<file path="src/rtl/core/tlhp_pkg.sv">
`timescale 1ns / 1ps
// ----------------------------------------------------------------------------
// Tag-length header parser package
// Field widths and the result record shared by the parser modules.
// ----------------------------------------------------------------------------
package tlhp_pkg;

  localparam int unsigned BYTE_W = 8;
  localparam int unsigned TAG_W  = 7;
  localparam int unsigned SIZE_W = 28;
  localparam int unsigned HLEN_W = 3;

  typedef struct packed {
    logic [TAG_W-1:0]  tag;
    logic [SIZE_W-1:0] payload_size;
    logic              long_form;
    logic [HLEN_W-1:0] header_length;
    logic              status;
  } tlhp_result_t;

endpackage

</file>
<file path="src/rtl/core/tlhp_in_reg.sv">
`timescale 1ns / 1ps
// ----------------------------------------------------------------------------
// Input register
// Holds one stream byte until the parser consumes it.
// ----------------------------------------------------------------------------
module tlhp_in_reg
  import tlhp_pkg::*;
(
  input  logic              clk_i,
  input  logic              rst_ni,
  input  logic              in_valid_i,
  output logic              in_stall_o,
  input  logic [BYTE_W-1:0] in_byte_i,
  input  logic              consume_i,
  output logic              vld_o,
  output logic [BYTE_W-1:0] byte_o
);

  logic              vld_d, vld_q;
  logic [BYTE_W-1:0] byte_q;
  logic              accept;

  // The register frees up in the same cycle that its byte is consumed.
  assign in_stall_o = vld_q && !consume_i;
  assign accept     = in_valid_i && !in_stall_o;

  always_comb begin
    vld_d = vld_q;
    if (accept) begin
      vld_d = 1'b1;
    end else if (consume_i) begin
      vld_d = 1'b0;
    end
  end

  always_ff @(posedge clk_i or negedge rst_ni) begin
    if (!rst_ni) begin
      vld_q <= 1'b0;
    end else begin
      vld_q <= vld_d;
    end
  end

  always_ff @(posedge clk_i) begin
    if (accept) begin
      byte_q <= in_byte_i;
    end
  end

  assign vld_o  = vld_q;
  assign byte_o = byte_q;

endmodule

</file>
<file path="src/rtl/core/tlhp_parse.sv">
`timescale 1ns / 1ps
// ----------------------------------------------------------------------------
// Header parser
// Header state and the decode of one byte into the next state and a result.
// ----------------------------------------------------------------------------
module tlhp_parse
  import tlhp_pkg::*;
(
  input  logic              clk_i,
  input  logic              rst_ni,
  input  logic              advance_i,
  input  logic [BYTE_W-1:0] byte_i,
  output logic              emit_o,
  output tlhp_result_t      res_o
);

  localparam logic [1:0] PH_TAG  = 2'd0;
  localparam logic [1:0] PH_LEN0 = 2'd1;
  localparam logic [1:0] PH_LENN = 2'd2;

  logic [1:0]        phase_d, phase_q;
  logic [1:0]        left_d, left_q;
  logic [SIZE_W-1:0] acc_d, acc_q;
  logic [TAG_W-1:0]  held_d, held_q;
  logic [HLEN_W-1:0] hcnt_d, hcnt_q;

  logic [SIZE_W-1:0] acc_shift;
  logic [HLEN_W-1:0] hcnt_inc;
  logic [1:0]        left_dec;
  logic [1:0]        code;

  assign acc_shift = {acc_q[SIZE_W-BYTE_W-1:0], byte_i};
  assign hcnt_inc  = hcnt_q + HLEN_W'(1);
  assign left_dec  = left_q - 2'd1;
  assign code      = byte_i[6:5];

  always_comb begin
    phase_d = phase_q;
    left_d  = left_q;
    acc_d   = acc_q;
    held_d  = held_q;
    hcnt_d  = hcnt_q;
    emit_o  = 1'b0;
    res_o   = '0;
    case (phase_q)
      PH_LEN0: begin
        hcnt_d = HLEN_W'(2);
        res_o.tag           = held_q;
        res_o.long_form     = 1'b1;
        res_o.header_length = HLEN_W'(2);
        if (!byte_i[7]) begin
          phase_d            = PH_TAG;
          emit_o             = 1'b1;
          res_o.payload_size = SIZE_W'(byte_i[6:0]);
        end else if (!byte_i[6]) begin
          acc_d   = SIZE_W'(byte_i[5:0]);
          left_d  = 2'd1;
          phase_d = PH_LENN;
        end else if (!byte_i[5]) begin
          acc_d   = SIZE_W'(byte_i[4:0]);
          left_d  = 2'd2;
          phase_d = PH_LENN;
        end else if (!byte_i[4]) begin
          acc_d   = SIZE_W'(byte_i[3:0]);
          left_d  = 2'd3;
          phase_d = PH_LENN;
        end else begin
          // Prefix 1111 is not a legal length; report it and resync on a tag.
          phase_d      = PH_TAG;
          acc_d        = '0;
          left_d       = 2'd0;
          emit_o       = 1'b1;
          res_o.status = 1'b1;
        end
      end
      PH_LENN: begin
        acc_d  = acc_shift;
        hcnt_d = hcnt_inc;
        left_d = left_dec;
        res_o.tag           = held_q;
        res_o.payload_size  = acc_shift;
        res_o.long_form     = 1'b1;
        res_o.header_length = hcnt_inc;
        if (left_dec == 2'd0) begin
          phase_d = PH_TAG;
          emit_o  = 1'b1;
        end
      end
      default: begin
        hcnt_d = HLEN_W'(1);
        if (!byte_i[7]) begin
          phase_d             = PH_TAG;
          emit_o              = 1'b1;
          res_o.tag           = TAG_W'(byte_i[4:0]);
          res_o.header_length = HLEN_W'(1);
          case (code)
            2'd1:    res_o.payload_size = SIZE_W'(1);
            2'd2:    res_o.payload_size = SIZE_W'(2);
            2'd3:    res_o.payload_size = SIZE_W'(4);
            default: res_o.payload_size = '0;
          endcase
        end else begin
          held_d  = byte_i[6:0];
          acc_d   = '0;
          left_d  = 2'd0;
          phase_d = PH_LEN0;
        end
      end
    endcase
  end

  always_ff @(posedge clk_i or negedge rst_ni) begin
    if (!rst_ni) begin
      phase_q <= PH_TAG;
      left_q  <= 2'd0;
      acc_q   <= '0;
      held_q  <= '0;
      hcnt_q  <= '0;
    end else if (advance_i) begin
      phase_q <= phase_d;
      left_q  <= left_d;
      acc_q   <= acc_d;
      held_q  <= held_d;
      hcnt_q  <= hcnt_d;
    end
  end

  // While more length bytes are due, the down counter is never at zero.
  a_lenn_left : assert property (@(posedge clk_i) disable iff (!rst_ni)
    phase_q == PH_LENN |-> left_q != 2'd0)
    else $error("length phase with no bytes left");

  a_short_form : assert property (@(posedge clk_i) disable iff (!rst_ni)
    emit_o && !res_o.long_form |-> res_o.header_length == HLEN_W'(1) && !res_o.status)
    else $error("short token with bad header length or status");

  a_bad_prefix : assert property (@(posedge clk_i) disable iff (!rst_ni)
    emit_o && res_o.status |-> res_o.payload_size == '0
                               && res_o.header_length == HLEN_W'(2))
    else $error("bad prefix result malformed");

  a_hlen_range : assert property (@(posedge clk_i) disable iff (!rst_ni)
    emit_o |-> res_o.header_length != HLEN_W'(0) && res_o.header_length <= HLEN_W'(5))
    else $error("header length out of range");

  a_len0_count : assert property (@(posedge clk_i) disable iff (!rst_ni)
    advance_i && phase_q == PH_LEN0 |=> hcnt_q == HLEN_W'(2))
    else $error("header count wrong after first length byte");

endmodule

</file>
<file path="src/rtl/core/tlhp_out_reg.sv">
`timescale 1ns / 1ps
// ----------------------------------------------------------------------------
// Result register
// Holds one result until the downstream side takes it.
// ----------------------------------------------------------------------------
module tlhp_out_reg
  import tlhp_pkg::*;
(
  input  logic         clk_i,
  input  logic         rst_ni,
  input  logic         load_i,
  input  tlhp_result_t res_i,
  output logic         ready_o,
  output logic         out_valid_o,
  input  logic         out_stall_i,
  output tlhp_result_t res_o
);

  logic         vld_d, vld_q;
  tlhp_result_t res_q;

  // A new result may enter when the slot is empty or is being drained now.
  assign ready_o = !vld_q || !out_stall_i;

  always_comb begin
    vld_d = vld_q;
    if (ready_o) begin
      vld_d = load_i;
    end
  end

  always_ff @(posedge clk_i or negedge rst_ni) begin
    if (!rst_ni) begin
      vld_q <= 1'b0;
    end else begin
      vld_q <= vld_d;
    end
  end

  always_ff @(posedge clk_i) begin
    if (ready_o && load_i) begin
      res_q <= res_i;
    end
  end

  assign out_valid_o = vld_q;
  assign res_o       = res_q;

endmodule

</file>
<file path="src/rtl/core/tag_length_header_parser_top.sv">
`timescale 1ns / 1ps
// ----------------------------------------------------------------------------
// Tag-length header parser
// Recognizes short and long tag headers, one input byte a cycle if unstalled.
// ----------------------------------------------------------------------------
// Path: the byte that completes a header waits in the input register; its
//   result is then loaded into the result register, which holds it until
//   taken. A stall on the result side can hold the byte in between.
// Throughput: one byte per cycle unless the result side stalls.
// Reset: rst_ni clears both valid bits and returns the parser to expecting
//   a tag byte.
module tag_length_header_parser_top
  import tlhp_pkg::*;
(
  input  logic              clk_i,
  input  logic              rst_ni,
  input  logic              in_valid_i,
  output logic              in_stall_o,
  input  logic [BYTE_W-1:0] in_byte_i,
  output logic              out_valid_o,
  input  logic              out_stall_i,
  output logic [TAG_W-1:0]  out_tag_o,
  output logic [SIZE_W-1:0] out_payload_size_o,
  output logic              out_long_form_o,
  output logic [HLEN_W-1:0] out_header_length_o,
  output logic              out_status_o
);

  logic              byte_vld;
  logic [BYTE_W-1:0] byte_val;
  logic              out_ready;
  logic              advance;
  logic              emit;
  tlhp_result_t      res;
  tlhp_result_t      res_out;

  assign advance = byte_vld && out_ready;

  tlhp_in_reg u_in_reg (
    .clk_i      (clk_i),
    .rst_ni     (rst_ni),
    .in_valid_i (in_valid_i),
    .in_stall_o (in_stall_o),
    .in_byte_i  (in_byte_i),
    .consume_i  (advance),
    .vld_o      (byte_vld),
    .byte_o     (byte_val)
  );

  tlhp_parse u_parse (
    .clk_i     (clk_i),
    .rst_ni    (rst_ni),
    .advance_i (advance),
    .byte_i    (byte_val),
    .emit_o    (emit),
    .res_o     (res)
  );

  tlhp_out_reg u_out_reg (
    .clk_i       (clk_i),
    .rst_ni      (rst_ni),
    .load_i      (advance && emit),
    .res_i       (res),
    .ready_o     (out_ready),
    .out_valid_o (out_valid_o),
    .out_stall_i (out_stall_i),
    .res_o       (res_out)
  );

  assign out_tag_o           = res_out.tag;
  assign out_payload_size_o  = res_out.payload_size;
  assign out_long_form_o     = res_out.long_form;
  assign out_header_length_o = res_out.header_length;
  assign out_status_o        = res_out.status;

endmodule

</file>
<file path="config.mk">
export PLATFORM = sky130hd
export DESIGN_NAME = tag_length_header_parser_top
export DESIGN_NICKNAME = d
export VERILOG_FILES = /design/src/rtl/core/tlhp_pkg.sv /design/src/rtl/core/tlhp_in_reg.sv /design/src/rtl/core/tlhp_parse.sv /design/src/rtl/core/tlhp_out_reg.sv /design/src/rtl/core/tag_length_header_parser_top.sv
export SDC_FILE = /design/constraint.sdc
export NUM_CORES = 1
export LEC_CHECK = 0
export BUFFER_PORTS_ARGS = -buffer_cell sky130_fd_sc_hd__buf_2
export CORE_ASPECT_RATIO = 1.2
export CORE_MARGIN = 2
export CORE_UTILIZATION = 60
export DETAILED_ROUTE_END_ITERATION = 8
export GPL_TIMING_DRIVEN = 0
export PLACE_DENSITY_LB_ADDON = 0.08
export SKIP_LAST_GASP = 1
export SLEW_MARGIN = 5
export SYNTH_ARGS = -nofsm -noshare
export SYNTH_HDL_FRONTEND = slang
export SYNTH_HIERARCHICAL = 1
export SYNTH_SLANG_ARGS = --single-unit
export TNS_END_PERCENT = 30
</file>
<file path="constraint.sdc">
create_clock -name clk_i -period 6.7 [get_ports clk_i]
set_input_delay 0.335 -clock clk_i [delete_from_list [all_inputs] [get_ports clk_i]]
set_output_delay 0.335 -clock clk_i [all_outputs]
set_load 0.01 [all_outputs]
</file>
-- After elaboration in Yosys (flattened, before gate mapping)
Index checks and enable logic that the tools add are counted.
- register bits after elaboration: 84
- input bits: 12
- output and inout port bits: 42
- logic and storage cells: 77
- add/subtract/negate cells: 2
- eq/ne operators: 7
- multiplexer cells: 36
- bitwise logic cells: 1
- reduce and logical (&&, ||, !) cells: 18
- operators by type and width (operator ; number):
    $pmux W35 S2 ; 1
    $mux W20 ; 3
    $pmux W20 S2 ; 1
    $mux W33 ; 1
    $mux W2 ; 10
    $pmux W3 S2 ; 2
    $mux W1 ; 11
    $pmux W3 S3 ; 1
    $pmux W2 S2 ; 2
    $mux W7 ; 1
    $eq A2 B2 Y1 const B ; 3
    $reduce_and A3 Y1 ; 2
    $logic_and A1 B1 Y1 ; 5
    $mux W5 ; 1
    $eq A2 B1 Y1 const B ; 2
    $logic_not A1 Y1 ; 4
    $mux W4 ; 1
    $reduce_and A2 Y1 ; 2
    $reduce_bool A2 Y1 ; 2
    $add A3 B1 Y3 const B ; 1
    $logic_not A2 Y1 ; 1
    $ne A2 B1 Y1 const B ; 1
    $ne A2 B2 Y1 const B ; 1
    $pmux W1 S2 ; 1
    4 further kinds ; 4

-- Longest topological paths before layout
- depth after elaboration: 8
- gate-level depth with buffers: 8
- gate-level depth less buffers: 6

-- Cells and area by module
Netlist, hierarchy kept.
- modules (own cells, without submodules) (module ; times used ; cells an instance ; area each (sq um) ; seq. area each (sq um)):
    tlhp_parse ; 1 ; 188 ; 2054.5 ; 850.8
    tlhp_out_reg ; 1 ; 44 ; 1248.7 ; 1226.2
    tlhp_in_reg ; 1 ; 13 ; 297.8 ; 265.3
    tag_length_header_parser_top ; 1 ; 2 ; 12.5 ; 0.0

-- Worst setup path after synthesis
Ideal clock, no wire load.
- path kind: register -> register
- from: reg u_parse.phase_q[0]
- to: reg u_out_reg.res_q, in the netlist u_out_reg/res_o[0], enable pin
- setup time: 0.411 ns
- arrival: 2.551 ns
- data required time: 6.289 ns
- slack: 3.739 ns
- stages on the path, launching flop included: 9
- path buffers: 2
- clock period less this slack: 2.961 ns
- path through: dfrtp_1 inv_1 ha_1 clkbuf_1 clkbuf_2 nand2_1 a21boi_1 and3_1 a21boi_2
- longest elaborated chain between the ends: 4
- elaborated cells on any way between the ends: 5
- those cells by class: 2 x eq/ne; 1 x mux; 2 x reduce/logical
- ends and longest elaborated chain (what ; RTL line ; RTL):
    start: declaration ; tlhp_parse.sv:21 ; logic [1:0] phase_d, phase_q;
    start signal: assignment ; tlhp_parse.sv:120 ; phase_q <= phase_d;
    $eq A2 B2 Y1 or $eq A2 B1 Y1 (tied branches) ; tlhp_parse.sv:45 ; case (phase_q)
    $pmux W1 S2 * ; tlhp_parse.sv:45 ;
    via emit ; tag_length_header_parser_top.sv:33 ; logic emit;
    $logic_and A1 B1 Y1 * ; tag_length_header_parser_top.sv:62 ; .load_i (advance && emit),
    $logic_and A1 B1 Y1 * ; tlhp_out_reg.sv:41 ; if (ready_o && load_i) begin
    end signal: assignment ; tlhp_out_reg.sv:42 ; res_q <= res_i;
    end: declaration ; tlhp_out_reg.sv:20 ; tlhp_result_t res_q;
The timed path passes the listed nets; every way through them passes the cells marked *.
A chain may end at the register's enable or synchronous reset.

-- Worst setup path in the final report
- from: reg u_parse.phase_q[0]
- to: reg u_out_reg.res_q, in the netlist u_out_reg/res_o[31], enable pin
The elaborated chain is that of the path after synthesis.

==> reports/qor.csv <==
stage,metric,value,unit
synth,Netlist Area Pre-Place,3610,um^2
synth,Post-synth top cells,"48 x edfxtp_1, 36 x dfrtp_1, 22 x and2_1",
power_and_ir_drop,Worst VDD drop,225,uV
timing,fin. max-slew vios,0,
clock_tree,clock tree sinks,84,
timing,fmax,0.323,GHz
clock_tree,Clock Latency Late Sink,350,ps
timing,Tmin final,3090,ps
synth,dominant cell type by area after synthesis,edfxtp_1,
grt,first-pass GRT wire length,9.83,mm
clock_tree,Max Buffers Root-to-Sink,2,
power_and_ir_drop,Cell Int Power,1.10,mW
hold_path,Hold Crit Class,primary input to async pin,
floorplanning,full die area,6660,um^2
setup_path,crit-path cells,"inv_1, ha_1, clkbuf_1, clkbuf_2, nand2_1, a21boi_1, and3_1, a21boi_4, buf_16",
power_and_ir_drop,Cell Pwr Density,373,nW/um^2
setup_path,CP startpoint kind,flip-flop,
synth,Synth area leaders,"edfxtp_1 40%, dfrtp_1 25%, mux2_4 5.4%, and2_1 3.8%, buf_4 3.1%",
floorplanning,Core ar.,5740,um^2
route,vias,2100,
timing,final setup violation count,0,
synth,main flop type after synthesis,edfxtp_1,
synth,top cell type's share of synthesized area,0.399,
power_and_ir_drop,Sw Share,0.305,
route,drt via density,5.29,
route,Iter 0 DRT Violations,117,
synth,Avg Synthesized Cell Area,14.6,um^2
timing,Worst-Margin Slew,832,ps
synth,register area share after synthesis,0.648,
clock_tree,clock slew at reported path FFs,80,ps
timing,unrepaired setup endpoints after global routing,no,
floorplanning,I/O pin total,54,
clock_tree,# resized after CTS,0,
power_and_ir_drop,clock share of power,0.247,
run_status,status,"finished, final reports clean",
placement,post-place setup slack,3580,ps
synth,Yosys cell types,50,
timing,worst setup margin,3610,ps
timing,Slew Limit Headroom,0.445,
setup_path,Worst Setup End Kind,flip-flop,
route,WL/cell,15.3,um
setup_path,CP max stage cell,a21boi_4,
power_and_ir_drop,combinational power share,0.292,
clock_tree,CTS Buf Count,9,
power_and_ir_drop,Reg power frac,0.462,
placement,Final GP Congestion,0.806,
synth,YS warnings,6,
floorplanning,Initial Utilization,0.629,
cells_and_area,area growth from synthesis to layout,17.0,%
synth,most numerous cell in the Yosys netlist,edfxtp_1,
synth,fraction of registers with async set/reset,0.429,
route,DR pass1 iterations,4,
clock_tree,H-tree Lvls,3,
timing,Setup Skew,7.63,ps
synth,syn nets,263,
synth,Yosys reg bits,84,
clock_tree,Root Driver,clkbuf_8,
flow_run,# Max-Cap Violations,0,
cells_and_area,layout cell share with drive strength beyond 1,0.394,
clock_tree,CTS Hold Buffers Added,0,
grt,gr ovfl total,0,
clock_tree,CTS tree,done,
placement,Final HPWL DP,4.30,mm
synth,"EDFF count, synth",48,
route,ANT nets after route,0,
setup_path,"Req. time, crit path",6760,ps
power_and_ir_drop,leakage power,1.82,nW
route,# DRC,0,
cells_and_area,number of diodes,0,
floorplanning,num rows,30,
setup_path,crit-path max cell delay,600,ps
timing,final worst-path cycle share,0.462,
grt,initial antenna violation count,0,
floorplanning,Die Span X,74.8,um
cells_and_area,nets@finish,328,
setup_path,CP Max Fanout,23,
setup_path,"Data arrival, critical path",3150,ps
grt,gr usage total,0.204,
grt,vias in the first global route,2035,
cells_and_area,share of the core filled with cells,0.736,
synth,gate count after technology mapping,247,
placement,Buffers on Ports,53,
timing,Hold Fails Final Rpt,0,
clock_tree,Post-CTS Setup Bufs,0,
route,drt total wl,6.08,mm
timing,Hold WS,73.6,ps
setup_path,Worst Setup Path Type,flip-flop to flip-flop,
floorplanning,Die Y,89.0,um
timing,Setup TNS Final,0,ps
grt,largest net degree at the start of global routing,37,
power_and_ir_drop,sw power,0.482,mW
path summary, 6_finish.rpt:
path | from | to | slack, ps | cells past startpoint
max in group asynchronous | rst_ni | u_parse/acc_q[6] | 6090 | 1
max | u_parse/phase_q[0] | u_out_reg/res_o[31] | 3610 | 9
max reg2reg | u_parse/phase_q[0] | u_out_reg/res_o[31] | 3610 | 9
min | rst_ni | u_out_reg/out_valid_o | 70 | 1
min reg2reg | u_parse/held_q[5] | u_parse/held_q[5] | 490 | 2
min in group clk_i | in_byte_i[1] | u_in_reg/byte_o[1] | 150 | 1
state kept, by name, indices dropped and copies added, names as in the netlist:
name / cells
u_in_reg/byte_o: 8
u_in_reg/vld_o: 1
u_out_reg/out_valid_o: 1
u_out_reg/res_o: 40
u_parse/acc_q: 20
u_parse/hcnt_q: 3
u_parse/held_q: 7
u_parse/left_q: 2
u_parse/phase_q: 2
worst max-delay path: cells and delay by family (launching register included):
family	cells	cell delay, ps
adders and majority gates	1	320
and+or+nand+nor	2	320
buffers and inverters	4	990
AOI/OAI and AO/OA	2	760
DFF	1	390
cells in the final DEF (no fill, tap or decap), types with 2 or more instances in the layout:
| cell | netlist | routed |
|---|---|---|
| a22o_1 | 5 | 5 |
| nor2_1 | 11 | 11 |
| o2bb2ai_1 | 2 | 2 |
| clkinv_1 | 1 | 2 |
| bufinv_16 | 0 | 2 |
| buf_2 | 2 | 55 |
| buf_4 | 15 | 15 |
| clkbuf_2 | 2 | 2 |
| inv_1 | 13 | 13 |
| mux2i_1 | 3 | 3 |
| nand2b_1 | 3 | 3 |
| clkinvlp_4 | 0 | 2 |
| clkbuf_8 | 0 | 9 |
| dfrtp_1 | 36 | 36 |
| clkbuf_1 | 2 | 3 |
| o32ai_1 | 5 | 5 |
| nand2_1 | 13 | 13 |
| a32o_1 | 3 | 3 |
| or2b_1 | 2 | 2 |
| o21ai_0 | 2 | 2 |
| mux2_2 | 9 | 9 |
| ha_1 | 4 | 4 |
| mux2_4 | 13 | 13 |
| edfxtp_1 | 48 | 48 |
| and2_1 | 22 | 22 |
| buf_6 | 4 | 4 |
power by group through the flow:
stage,Clock [mW],Combinational (mW),Sequential [mW]
6_report,0.389,0.461,0.729
3_3_place_gp,0,0.435,0.739
5_1_grt,0.414,0.503,0.742
4_1_cts,0.394,0.465,0.730
2_1_floorplan,0,0.290,0.766
3_5_place_dp,0,0.465,0.740
per-layer routing:
layer	up-vias	track usage	part of all wire
li1	993	-	-
met1	1040	0.254	0.42
met2	57	0.337	0.52
met3	10	0.0451	0.040
met4	0	0.101	0.020
met5	-	0	0
layout make-up:
cell class,instances,area (um^2)
fillers,409,1510
repair buffers,54,293
clock inverters,6,87.6
well taps,80,100
inverters,14,52.6
plain buffers,26,200
flip-flops and latches,84,2340
clock buffers,10,128
multi-input cells,123,1030
kinds of logic after synthesis:
kind of cell | after synthesis | synth area share
xor gates and xnor gates | 1 | 0.00242
buffers and inverters | 40 | 0.0699
adders and majority gates | 4 | 0.0139
DFF | 84 | 0.648
and+or+nand+nor | 61 | 0.0963
AOI/OAI and AO/OA | 32 | 0.0790
muxes | 25 | 0.0904
stage by stage:
step / instances / area (um^2) / power (mW)
global placement: 380 / 3980 / 1.17
detailed placement: 381 / 4010 / 1.21
global route: 397 / 4230 / 1.66
CTS: 397 / 4230 / 1.59
finish: 397 / 4230 / 1.58
floorplan: 247 / 3610 / 1.06
Note: power is estimated with default switching activity, not from simulation.
